[src/hdl/four_quadrant_arctangent_assert.svh]
// ----------------------------------------------------------------------------
// four_quadrant_arctangent_assert
// Assertion macros for the four-quadrant arctangent block.
// Both sample on clk_i and are disabled while rst_ni is low.
// ----------------------------------------------------------------------------
`ifndef FOUR_QUADRANT_ARCTANGENT_ASSERT_SVH
`define FOUR_QUADRANT_ARCTANGENT_ASSERT_SVH

// Same-cycle implication.
`define FQA_ASSERT_NOW(lbl, ante, cons) \
  lbl: assert property (@(posedge clk_i) disable iff (!rst_ni) (ante) |-> (cons)) \
    else $error("fqa assertion failed");

// Consequent checked a fixed number of cycles after the antecedent.
`define FQA_ASSERT_AFTER(lbl, ante, dly, cons) \
  lbl: assert property (@(posedge clk_i) disable iff (!rst_ni) (ante) |-> ##(dly) (cons)) \
    else $error("fqa assertion failed");

`endif

[src/hdl/fqa_pkg.sv]
`timescale 1ns / 1ps
// ----------------------------------------------------------------------------
// fqa_pkg
// Widths, constants and beat types shared by the arctangent pipeline.
// ----------------------------------------------------------------------------
package fqa_pkg;

  localparam int SAMPLE_BITS = 16;
  localparam int QUO_BITS    = 17;          // ratio in unsigned Q1.16
  localparam int DIV_CELLS   = QUO_BITS;    // one quotient bit per cell
  localparam int POLY_STAGES = 5;
  localparam int FQA_LATENCY = DIV_CELLS + POLY_STAGES;
  localparam int ANGLE_BITS  = 16;

  // Constants in units of 2^-30
  localparam logic [30:0] K_SUM  = 31'd1136446374;  // pi/4 + 0.273
  localparam logic [28:0] K_LIN  = 29'd293131518;   // 0.273
  localparam logic [31:0] K_HALF = 32'd1686629713;  // pi/2
  localparam logic [31:0] K_PI   = 32'd3373259426;  // pi

  typedef struct packed {
    logic xneg;
    logic yneg;
    logic ymore;
    logic zero;
  } fqa_oct_t;

  typedef struct packed {
    logic [SAMPLE_BITS:0]   part;   // partial remainder, below twice the divisor
    logic [SAMPLE_BITS-1:0] denom;  // divisor
    logic [QUO_BITS-1:0]    quo;    // quotient bits so far
    fqa_oct_t               oct;
  } fqa_div_t;

endpackage

[src/hdl/fqa_div_cell.sv]
`timescale 1ns / 1ps
// ----------------------------------------------------------------------------
// fqa_div_cell
// One restoring-division cell: resolves one quotient bit per beat.
// ----------------------------------------------------------------------------
module fqa_div_cell (
  input  logic              clk_i,
  input  logic              rst_ni,
  input  logic              valid_i,
  input  fqa_pkg::fqa_div_t data_i,
  output logic              valid_o,
  output fqa_pkg::fqa_div_t data_o
);
  import fqa_pkg::*;

  logic [SAMPLE_BITS:0] divisor;
  logic [SAMPLE_BITS:0] diff;
  logic [SAMPLE_BITS:0] rem;
  logic                 ge;
  fqa_div_t             data_d;
  fqa_div_t             data_q;
  logic                 valid_q;

  always_comb begin
    divisor = {1'b0, data_i.denom};
    diff    = data_i.part - divisor;
    ge      = data_i.part >= divisor;
    rem     = ge ? diff : data_i.part;
    data_d       = data_i;
    // remainder is below the divisor, so the shift cannot overflow
    data_d.part  = {rem[SAMPLE_BITS-1:0], 1'b0};
    data_d.quo   = {data_i.quo[QUO_BITS-2:0], ge};
  end

  always_ff @(posedge clk_i or negedge rst_ni) begin
    if (!rst_ni) begin
      valid_q <= 1'b0;
    end else begin
      valid_q <= valid_i;
    end
  end

  always_ff @(posedge clk_i) begin
    data_q <= data_d;
  end

  assign valid_o = valid_q;
  assign data_o  = data_q;

endmodule

[src/hdl/fqa_poly.sv]
`timescale 1ns / 1ps
// ----------------------------------------------------------------------------
// fqa_poly
// Polynomial arctangent of the ratio, octant fold and rounding to Q2.13.
// ----------------------------------------------------------------------------
module fqa_poly (
  input  logic                                clk_i,
  input  logic                                rst_ni,
  input  logic                                valid_i,
  input  logic [fqa_pkg::QUO_BITS-1:0]        r_i,
  input  fqa_pkg::fqa_oct_t                   oct_i,
  output logic                                valid_o,
  output logic signed [fqa_pkg::ANGLE_BITS-1:0] angle_o
);
  import fqa_pkg::*;

  localparam logic [46:0] K_SUM_Q16 = {K_SUM, 16'd0};
  localparam logic signed [34:0] BIAS    = 35'sd65536;
  localparam logic signed [34:0] HALF_S  = $signed({3'b000, K_HALF});
  localparam logic signed [34:0] PI_S    = $signed({3'b000, K_PI});

  logic [POLY_STAGES-1:0] valid_q;

  // stage 1
  logic [45:0]         lin_q;
  logic [QUO_BITS-1:0] r1_q;
  fqa_oct_t            oct1_q;
  // stage 2
  logic [46:0]         slope_d;
  logic [46:0]         slope_q;
  logic [QUO_BITS-1:0] r2_q;
  fqa_oct_t            oct2_q;
  // stage 3
  logic [40:0]         plo_q;
  logic [39:0]         phi_q;
  fqa_oct_t            oct3_q;
  // stage 4
  logic [63:0]         prod_d;
  logic [29:0]         a_q;
  fqa_oct_t            oct4_q;
  // stage 5
  logic signed [34:0]  base;
  logic                sub_a;
  logic signed [34:0]  a_s;
  logic signed [34:0]  sum_d;
  logic signed [ANGLE_BITS-1:0] angle_d;
  logic signed [ANGLE_BITS-1:0] angle_q;

  assign slope_d = K_SUM_Q16 - {1'b0, lin_q};
  assign prod_d  = ({24'd0, phi_q} << 24) + {23'd0, plo_q};
  assign a_s     = $signed({5'd0, a_q});

  always_comb begin
    base  = BIAS;
    sub_a = 1'b0;
    case ({oct4_q.xneg, oct4_q.yneg, oct4_q.ymore})
      3'b000: begin base = BIAS;          sub_a = 1'b0; end
      3'b001: begin base = BIAS + HALF_S; sub_a = 1'b1; end
      3'b010: begin base = BIAS;          sub_a = 1'b1; end
      3'b011: begin base = BIAS - HALF_S; sub_a = 1'b0; end
      3'b100: begin base = BIAS + PI_S;   sub_a = 1'b1; end
      3'b101: begin base = BIAS + HALF_S; sub_a = 1'b0; end
      3'b110: begin base = BIAS - PI_S;   sub_a = 1'b0; end
      3'b111: begin base = BIAS - HALF_S; sub_a = 1'b1; end
      default: begin base = BIAS;         sub_a = 1'b0; end
    endcase
    sum_d = sub_a ? (base - a_s) : (base + a_s);
    // arithmetic shift by 17 keeps the floor; the rounding bias is in base
    angle_d = oct4_q.zero ? '0 : sum_d[32:17];
  end

  always_ff @(posedge clk_i or negedge rst_ni) begin
    if (!rst_ni) begin
      valid_q <= '0;
    end else begin
      valid_q <= {valid_q[POLY_STAGES-2:0], valid_i};
    end
  end

  always_ff @(posedge clk_i) begin
    lin_q   <= 46'(K_LIN) * 46'(r_i);
    r1_q    <= r_i;
    oct1_q  <= oct_i;
    slope_q <= slope_d;
    r2_q    <= r1_q;
    oct2_q  <= oct1_q;
    plo_q   <= 41'(slope_q[23:0]) * 41'(r2_q);
    phi_q   <= 40'(slope_q[46:24]) * 40'(r2_q);
    oct3_q  <= oct2_q;
    a_q     <= prod_d[61:32];
    oct4_q  <= oct3_q;
    angle_q <= angle_d;
  end

  assign valid_o = valid_q[POLY_STAGES-1];
  assign angle_o = angle_q;

endmodule

[src/hdl/four_quadrant_arctangent.sv]
// Each accepted pair passes the division cells, then the polynomial stages.
// Throughput: one x/y pair per cycle; busy is held low, no stall ever.
// The pipeline is a row of 17 restoring-division cells (one quotient
// bit each) followed by five multiply and rounding stages.
// Reset (rst_ni low, asynchronous) clears every valid bit; results in flight
// are dropped and done_o stays low until new pairs reach the end.
`timescale 1ns / 1ps
// ----------------------------------------------------------------------------
// four_quadrant_arctangent
// Pipelined atan2(y, x) in signed Q2.13 radians via polynomial approximation.
// ----------------------------------------------------------------------------
`include "four_quadrant_arctangent_assert.svh"

module four_quadrant_arctangent (
  input  logic                                     clk_i,
  input  logic                                     rst_ni,
  input  logic                                     start,
  output logic                                     busy,
  input  logic signed [fqa_pkg::SAMPLE_BITS-1:0]   x_value_i,
  input  logic signed [fqa_pkg::SAMPLE_BITS-1:0]   y_value_i,
  output logic                                     done_o,
  output logic signed [fqa_pkg::ANGLE_BITS-1:0]    angle_o
);
  import fqa_pkg::*;

  logic [SAMPLE_BITS-1:0] x_raw;
  logic [SAMPLE_BITS-1:0] y_raw;
  logic [SAMPLE_BITS-1:0] mag_x;
  logic [SAMPLE_BITS-1:0] mag_y;
  logic [SAMPLE_BITS-1:0] small_mag;
  logic [SAMPLE_BITS-1:0] large_mag;
  logic                   ymore;
  logic                   accept;
  logic                   zero_in;

  logic [DIV_CELLS:0]     div_valid;
  fqa_div_t               div_data [DIV_CELLS+1];

  assign busy    = 1'b0;
  assign accept  = start && !busy;
  assign zero_in = accept && x_value_i == '0 && y_value_i == '0;

  always_comb begin
    x_raw = x_value_i;
    y_raw = y_value_i;
    // -2^(N-1) maps to 2^(N-1), which still fits unsigned
    mag_x = x_raw[SAMPLE_BITS-1] ? (-x_raw) : x_raw;
    mag_y = y_raw[SAMPLE_BITS-1] ? (-y_raw) : y_raw;
    ymore = mag_x <= mag_y;
    small_mag = ymore ? mag_x : mag_y;
    large_mag = ymore ? mag_y : mag_x;

    div_valid[0]          = accept;
    div_data[0].part      = {1'b0, small_mag};
    div_data[0].denom     = large_mag;
    div_data[0].quo       = '0;
    div_data[0].oct.xneg  = x_raw[SAMPLE_BITS-1];
    div_data[0].oct.yneg  = y_raw[SAMPLE_BITS-1];
    div_data[0].oct.ymore = ymore;
    div_data[0].oct.zero  = (large_mag == '0);
  end

  for (genvar g = 0; g < DIV_CELLS; g++) begin : g_cell
    fqa_div_cell u_cell (
      .clk_i   (clk_i),
      .rst_ni  (rst_ni),
      .valid_i (div_valid[g]),
      .data_i  (div_data[g]),
      .valid_o (div_valid[g+1]),
      .data_o  (div_data[g+1])
    );
  end

  fqa_poly u_poly (
    .clk_i   (clk_i),
    .rst_ni  (rst_ni),
    .valid_i (div_valid[DIV_CELLS]),
    .r_i     (div_data[DIV_CELLS].quo),
    .oct_i   (div_data[DIV_CELLS].oct),
    .valid_o (done_o),
    .angle_o (angle_o)
  );

  `FQA_ASSERT_AFTER(a_latency, accept, FQA_LATENCY, done_o)
  `FQA_ASSERT_AFTER(a_zero_in, zero_in, FQA_LATENCY, angle_o == '0)
  `FQA_ASSERT_NOW(a_range, done_o, angle_o >= -16'sd25736 && angle_o <= 16'sd25736)

endmodule

[config.mk]
export PLATFORM = sky130hd
export DESIGN_NAME = four_quadrant_arctangent
export DESIGN_NICKNAME = d
export VERILOG_FILES = /design/src/hdl/fqa_pkg.sv /design/src/hdl/fqa_div_cell.sv /design/src/hdl/fqa_poly.sv /design/src/hdl/four_quadrant_arctangent.sv
export VERILOG_INCLUDE_DIRS = /design/src /design/src/hdl
export SDC_FILE = /design/constraint.sdc
export NUM_CORES = 2
export LEC_CHECK = 0
export BUFFER_PORTS_ARGS = -buffer_cell sky130_fd_sc_hd__buf_4
export CAP_MARGIN = 20
export CORE_ASPECT_RATIO = 0.6
export CORE_UTILIZATION = 60
export DETAILED_ROUTE_END_ITERATION = 16
export GPL_ROUTABILITY_DRIVEN = 0
export PLACE_DENSITY = 0.79
export SETUP_SLACK_MARGIN = 0.5
export SYNTH_ARGS = -nofsm -noshare
export SYNTH_HDL_FRONTEND = slang
export SYNTH_SLANG_ARGS = --single-unit
[constraint.sdc]
create_clock -name clk_i -period 14.2 [get_ports clk_i]
set_input_delay 2.84 -clock clk_i [delete_from_list [all_inputs] [get_ports clk_i]]
set_output_delay 2.84 -clock clk_i [all_outputs]
set_load 0.005 [all_outputs]
Word level (Yosys, flattened, before mapping). Memory sizes are Yosys's and may differ from the RTL's. A register that Yosys moved wholly into a read port is not among the register bits. Cells that the tools add are included.

Register bits: 1019. Memory bits (read-only): 272. Input port bits: 35. Output and inout port bits: 18. Word-level logic and storage cells: 237. Memories: 1.

Memories: (name not given) (depth 8, width 34, read ports 1, clocked after Yosys merged registers in 1, write ports 0, line fqa_poly.sv:56) `case ({oct4_q.xneg, oct4_q.yneg, oct4_q.ymore})`.

$add $sub $neg: 22. Multipliers: 3. Order comparisons: 18. Muxes and demuxes: 21. Reduce and logical (&&, ||, !) cells: 1.

Operator list (count): 16-bit 2-to-1 mux (20); 17-bit by 16-bit greater-or-equal comparator with 1-bit output (16); 16-bit subtractor (16); 62-bit by 41-bit adder with 62-bit output (1); 47-bit by 46-bit subtractor with 47-bit output, first input constant (1); 28-bit by 17-bit multiplier with 45-bit output, first input constant (1); 24-bit by 17-bit multiplier with 41-bit output (1); 23-bit by 17-bit multiplier with 38-bit output (1); 33-bit by 31-bit adder with 33-bit output (1); 33-bit 2-to-1 mux (1); 33-bit by 31-bit subtractor with 33-bit output (1); 16-bit negation (2); 16-bit greater-or-equal comparator (1); 16-bit less-or-equal comparator (1); 16-bit logical NOT (1).

Longest topological paths before layout.
Depth in word-level cells: 6. Mapped depth: 28. Depth with buffers taken out: 26.

Cells and area by module. Synthesis repeated with hierarchy kept, for this count alone.

Cells, all modules: 8327. Area, all modules: 80841.3 um2.

Modules (own cells, without submodules): fqa_poly (times used 1, cells an instance 4510, area each 41145.7 um2, sequential area each 5029.8 um2); fqa_div_cell at g_cell[0].u_cell ... (times used 16, cells an instance 211, area each 2242.2 um2, sequential area each 1086.0 um2); fqa_div_cell at g_cell[2].u_cell (times used 1, cells an instance 207, area each 2232.1 um2, sequential area each 1086.0 um2); four_quadrant_arctangent (times used 1, cells an instance 234, area each 1589.0 um2, sequential area each 0.0 um2).

Worst setup path before layout. No wires, ideal clock.

Path kind: input to register. Start: in x_value_i[2] (netlist bit). End: reg g_cell[0].u_cell.data_q (netlist bit g_cell[0].u_cell.data_o[53]). Setup time: 121 ps. Arrival time: 7540 ps. Data required time: 14079 ps. Setup slack: 6539 ps. Stages: 22. Path buffers: 3. Cell sequence: or4_4 > or4_1 > o21ai_0 > xor2_1 > inv_1 > ha_1 > nand2_1 > o21ai_0 > a21o_1 > nor3_1 > buf_2 > nor2_1 > buf_2 > inv_1 > clkbuf_1 > nor2_1 > a221oi_1 > a2bb2oi_2 > o211ai_2 > a21oi_2 > xnor2_1 > mux2_4.

Word-level cells in the longest chain between the ends: 6. Elaborated cells on any way between the ends: 8. Those cells by class: 2 x add/sub; 2 x order compare; 4 x mux.

Ends and longest elaborated chain: start: declaration (line four_quadrant_arctangent.sv:19) `input logic signed [fqa_pkg::SAMPLE_BITS-1:0] x_value_i,`; 16-bit negation (line four_quadrant_arctangent.sv:47) `mag_x = x_raw[SAMPLE_BITS-1] ? (-x_raw) : x_raw;`; 16-bit 2-to-1 mux (*) (line four_quadrant_arctangent.sv:47); 16-bit less-or-equal comparator (line four_quadrant_arctangent.sv:49) `ymore = mag_x <= mag_y;`; 16-bit 2-to-1 mux, on equally long branches (line four_quadrant_arctangent.sv:50, four_quadrant_arctangent.sv:51); 16-bit subtractor / 16-bit greater-or-equal comparator (equally long branches) (line fqa_div_cell.sv:26, fqa_div_cell.sv:27); 16-bit 2-to-1 mux (*) (line fqa_div_cell.sv:28) `rem = ge ? diff : data_i.part;`; via g_cell[0].u_cell.rem[15] (line fqa_div_cell.sv:18) `logic [SAMPLE_BITS:0] rem;`; end signal: assignment (line fqa_div_cell.sv:44) `data_q <= data_d;`; end: declaration (line fqa_div_cell.sv:21) `fqa_div_t data_q;`.

Mark *: on every way through the listed nets, which the timed path passes. The rest lies on a longest branch. A chain may end at the register's enable or synchronous reset.

Final worst setup path.
Start: reg u_poly.r2_q[2]. End: reg u_poly.plo_q[40].

Word-level cells in the longest chain between the ends: 1.

Ends and longest elaborated chain: start: declaration (line fqa_poly.sv:31) `logic [QUO_BITS-1:0] r2_q;`; start signal: assignment (line fqa_poly.sv:85) `r2_q <= r1_q;`; 24-bit by 17-bit multiplier with 41-bit output (line fqa_poly.sv:87) `plo_q <= 41'(slope_q[23:0]) * 41'(r2_q);`; end signal: assignment (line fqa_poly.sv:87); end: declaration (line fqa_poly.sv:34) `logic [40:0] plo_q;`.

No other way between the ends.

==> impl_metrics.tcl <==
set metrics [dict create \
    ys_seq_area_share_pct 28.2 \
    path_clk_slew_ps 60 \
    syn_avg_cell_area_um2 9.34 \
    start_util_pct 60.9 \
    cp_slowest_cell "dfxtp_1" \
    path_cells "buf_4 -> nand2_1 -> fa_1 -> inv_1 -> fa_1 -> inv_1 -> fa_1 -> inv_1 -> fa_1 -> fa_1 -> inv_1 -> fa_1 -> inv_1 -> ha_1 -> o211ai_1 -> nand4_1 -> nand2_1 -> nor3_1 -> o2111ai_1 -> a31oi_1 -> o2111ai_1 -> a2111oi_0 -> a311oi_1 -> xnor2_1" \
    first_pass_iters 5 \
    relSlewSlack_pct 26.8 \
    fin_tns_setup_ps 0 \
    syn-instance-count 7656 \
    syn_nets 9213 \
    synthXorXnorAreaFrac_pct 4.74 \
    clkSinkCount 1000 \
    yosysTopAreaCell "dfxtp_1" \
    max_stage_delay_ps 1030 \
    outcome "completed" \
    n_antenna_cell 0 \
    fin_crit_sh_pct 59.1 \
    cts_tree "done" \
    end_kind "register" \
    yosysUniqueCellTypes 93 \
    synth_top_cell_area_share_pct 27.4 \
    muxShareOfSynthArea_pct 0.896 \
    synth_edf_count 0 \
    io_pins 53 \
    drtAntennaViolNets 0 \
    die_y_um 269 \
    port_buffers 51 \
    critPathTopFamily "adder cells" \
    numCtsBuffers 91 \
    critPathKind "reg2reg" \
    required_ps 14770 \
    crit_top_cell "fa_1" \
    cts_max_level 3 \
    clock_latency_ps 720 \
    grt_max_degree 61 \
    wl_per_cell_um 17.4 \
    cp-start-kind "register" \
    drt_iter0_markers 4374 \
    routed_wl_um 161000 \
    drv_slew 0 \
    layout_min_cycle_time_ps 8390 \
    max_freq_ghz 0.119 \
    synthFlopType "dfxtp_1" \
    synthSimpleGateAreaFrac_pct 12.9 \
    area_growth_pct 7.04 \
    final_common_cell "inv_1" \
    die-area_um2 121000 \
    final_cell_mix "inv_1, dfxtp_1, fa_1" \
    vias_per_cell 5.51 \
    fin_worst_skew_ps 26.6 \
    postCtsHoldBufs 0 \
    worstMarginPinSlew_ps 1070 \
    yosysWarnings 0 \
    synth-async-reset-ratio_pct 2.20 \
    root_buffer "clkbuf_16" \
    fin_nets 9176 \
    postCtsSetupBuffers 0 \
    grt_pass1_wl_um 269000 \
    die_w_um 448 \
    rsz0062_at_grt "false" \
    dr_total_vias 51097 \
    worst-r2r-setup-slack_ps 5810 \
    coreArea_um2 117000 \
    layout-drive-gt1-share_pct 4.72 \
    ys_ff_latch 1000 \
    cp.arrival_ps 8960 \
    critPathBufInv 6 \
    setup_viol 0 \
    path_max_fanout 25 \
    holdCritPathClass "reg2reg" \
    clockBufferDepth 3 \
    hpwl_um 125000 \
    synth_top_family_by_area "adder cells" \
    synth_area_um2 71500 \
    cts_resized 0 \
    ys_top_cells_by_area "dfxtp_1, fa_1, ha_1" \
    maxCapViolCount 0 \
    hold_violations 0 \
    antenna_found_initial 1 \
    post-route-drc-count 0 \
    track_usage_pct 27.5 \
    synthAdderAreaFrac_pct 35.1 \
    grt_pass1_vias 52564 \
    synth-compound-area-share_pct 9.28 \
    grt_overflow_total 0 \
    rows 97 \
]
final cells by class:
cell class / count / area, um^2
multi-input cells: 4961 / 45000
fillers: 9191 / 40900
flip-flops and latches: 1000 / 20100
inverters: 1477 / 5540
clock buffers: 119 / 2600
well taps: 1584 / 1980
repair buffers: 88 / 676
clock inverters: 44 / 603
path summary, 6_finish.rpt:
| path | from | endpoint | cells past startpoint |
|---|---|---|---|
| min in group asynchronous | rst_ni | g_cell[0].u_cell.valid_o | 1 |
| max in group asynchronous | rst_ni | u_poly.valid_q[4] | 1 |
| worst max register to register | u_poly.r2_q[2] | u_poly.plo_q[40] | 24 |
| worst min register to register | g_cell[2].u_cell.data_o[1] | g_cell[3].u_cell.data_o[1] | 0 |
| worst min-delay path | g_cell[2].u_cell.data_o[1] | g_cell[3].u_cell.data_o[1] | 0 |
| worst max-delay path | u_poly.r2_q[2] | u_poly.plo_q[40] | 24 |
per-layer routing:
metal / wire (um) / track usage (%)
met5: 13 / 0
met4: 3460 / 6.45
met3: 16600 / 6.81
met2: 66700 / 39.8
met1: 74700 / 41.2
cell families (layout without fill, tap and decap cells):
| family | after synthesis | count (layout) |
|---|---|---|
| flip-flops | 1000 | 1000 |
| buffers and inverters | 1695 | 1728 |
| XOR/XNOR | 386 | 386 |
| AND/OR/NAND/NOR | 1919 | 1919 |
| adder cells (fa/ha/maj) | 1522 | 1522 |
| AO/OA/AOI/OAI | 1075 | 1075 |
| other | 1 | 1 |
| multiplexers | 58 | 58 |
synth_stat cells (30+ instances only):
master	n
inv_1	1476
dfxtp_1	978
fa_1	805
nand2_1	772
ha_1	717
a21oi_1	396
nor2_1	335
and2_1	305
xnor2_1	282
o21ai_0	244
clkbuf_1	206
xor2_1	103
nor3_1	96
a21o_1	90
nand4_1	69
nand2b_1	65
o21a_1	65
nor2b_1	64
a21boi_0	60
nand3_1	53
mux2_2	44
or3_1	43
o31ai_1	40
nor4_1	36
a211oi_1	30
state kept, by name (all words and copies together) (netlist names), 5 cells and up:
name,flops
g_cell.u_cell.valid_o,17
u_poly.phi_q,38
u_poly.r1_q,17
u_poly.lin_q,44
u_poly.angle_o,16
u_poly.r2_q,17
g_cell.u_cell.data_o,733
u_poly.valid_q,5
u_poly.base,7
u_poly.slope_q,45
u_poly.plo_q,17
u_poly.a_q,30
through the flow:
step / hold WS [ps] / util (%) / cell area (um^2) / std cells / worst slack [ps]
6_report: 312 / 65.2 / 76500 / 9273 / 5810
5_1_grt: 323 / 65.2 / 76500 / 9273 / 5440
4_1_cts: 313 / 65.2 / 76500 / 9271 / 6030
3_5_place_dp: 312 / 62.4 / 73300 / 9108 / 5290
3_3_place_gp: 310 / 62.4 / 73300 / 9108 / 5360
2_1_floorplan: 310 / - / 71500 / 7656 / 6540
Power is left out: the tool's default activity adds up to more than one toggle a clock period on the data nets, which glitch-free logic cannot reach.
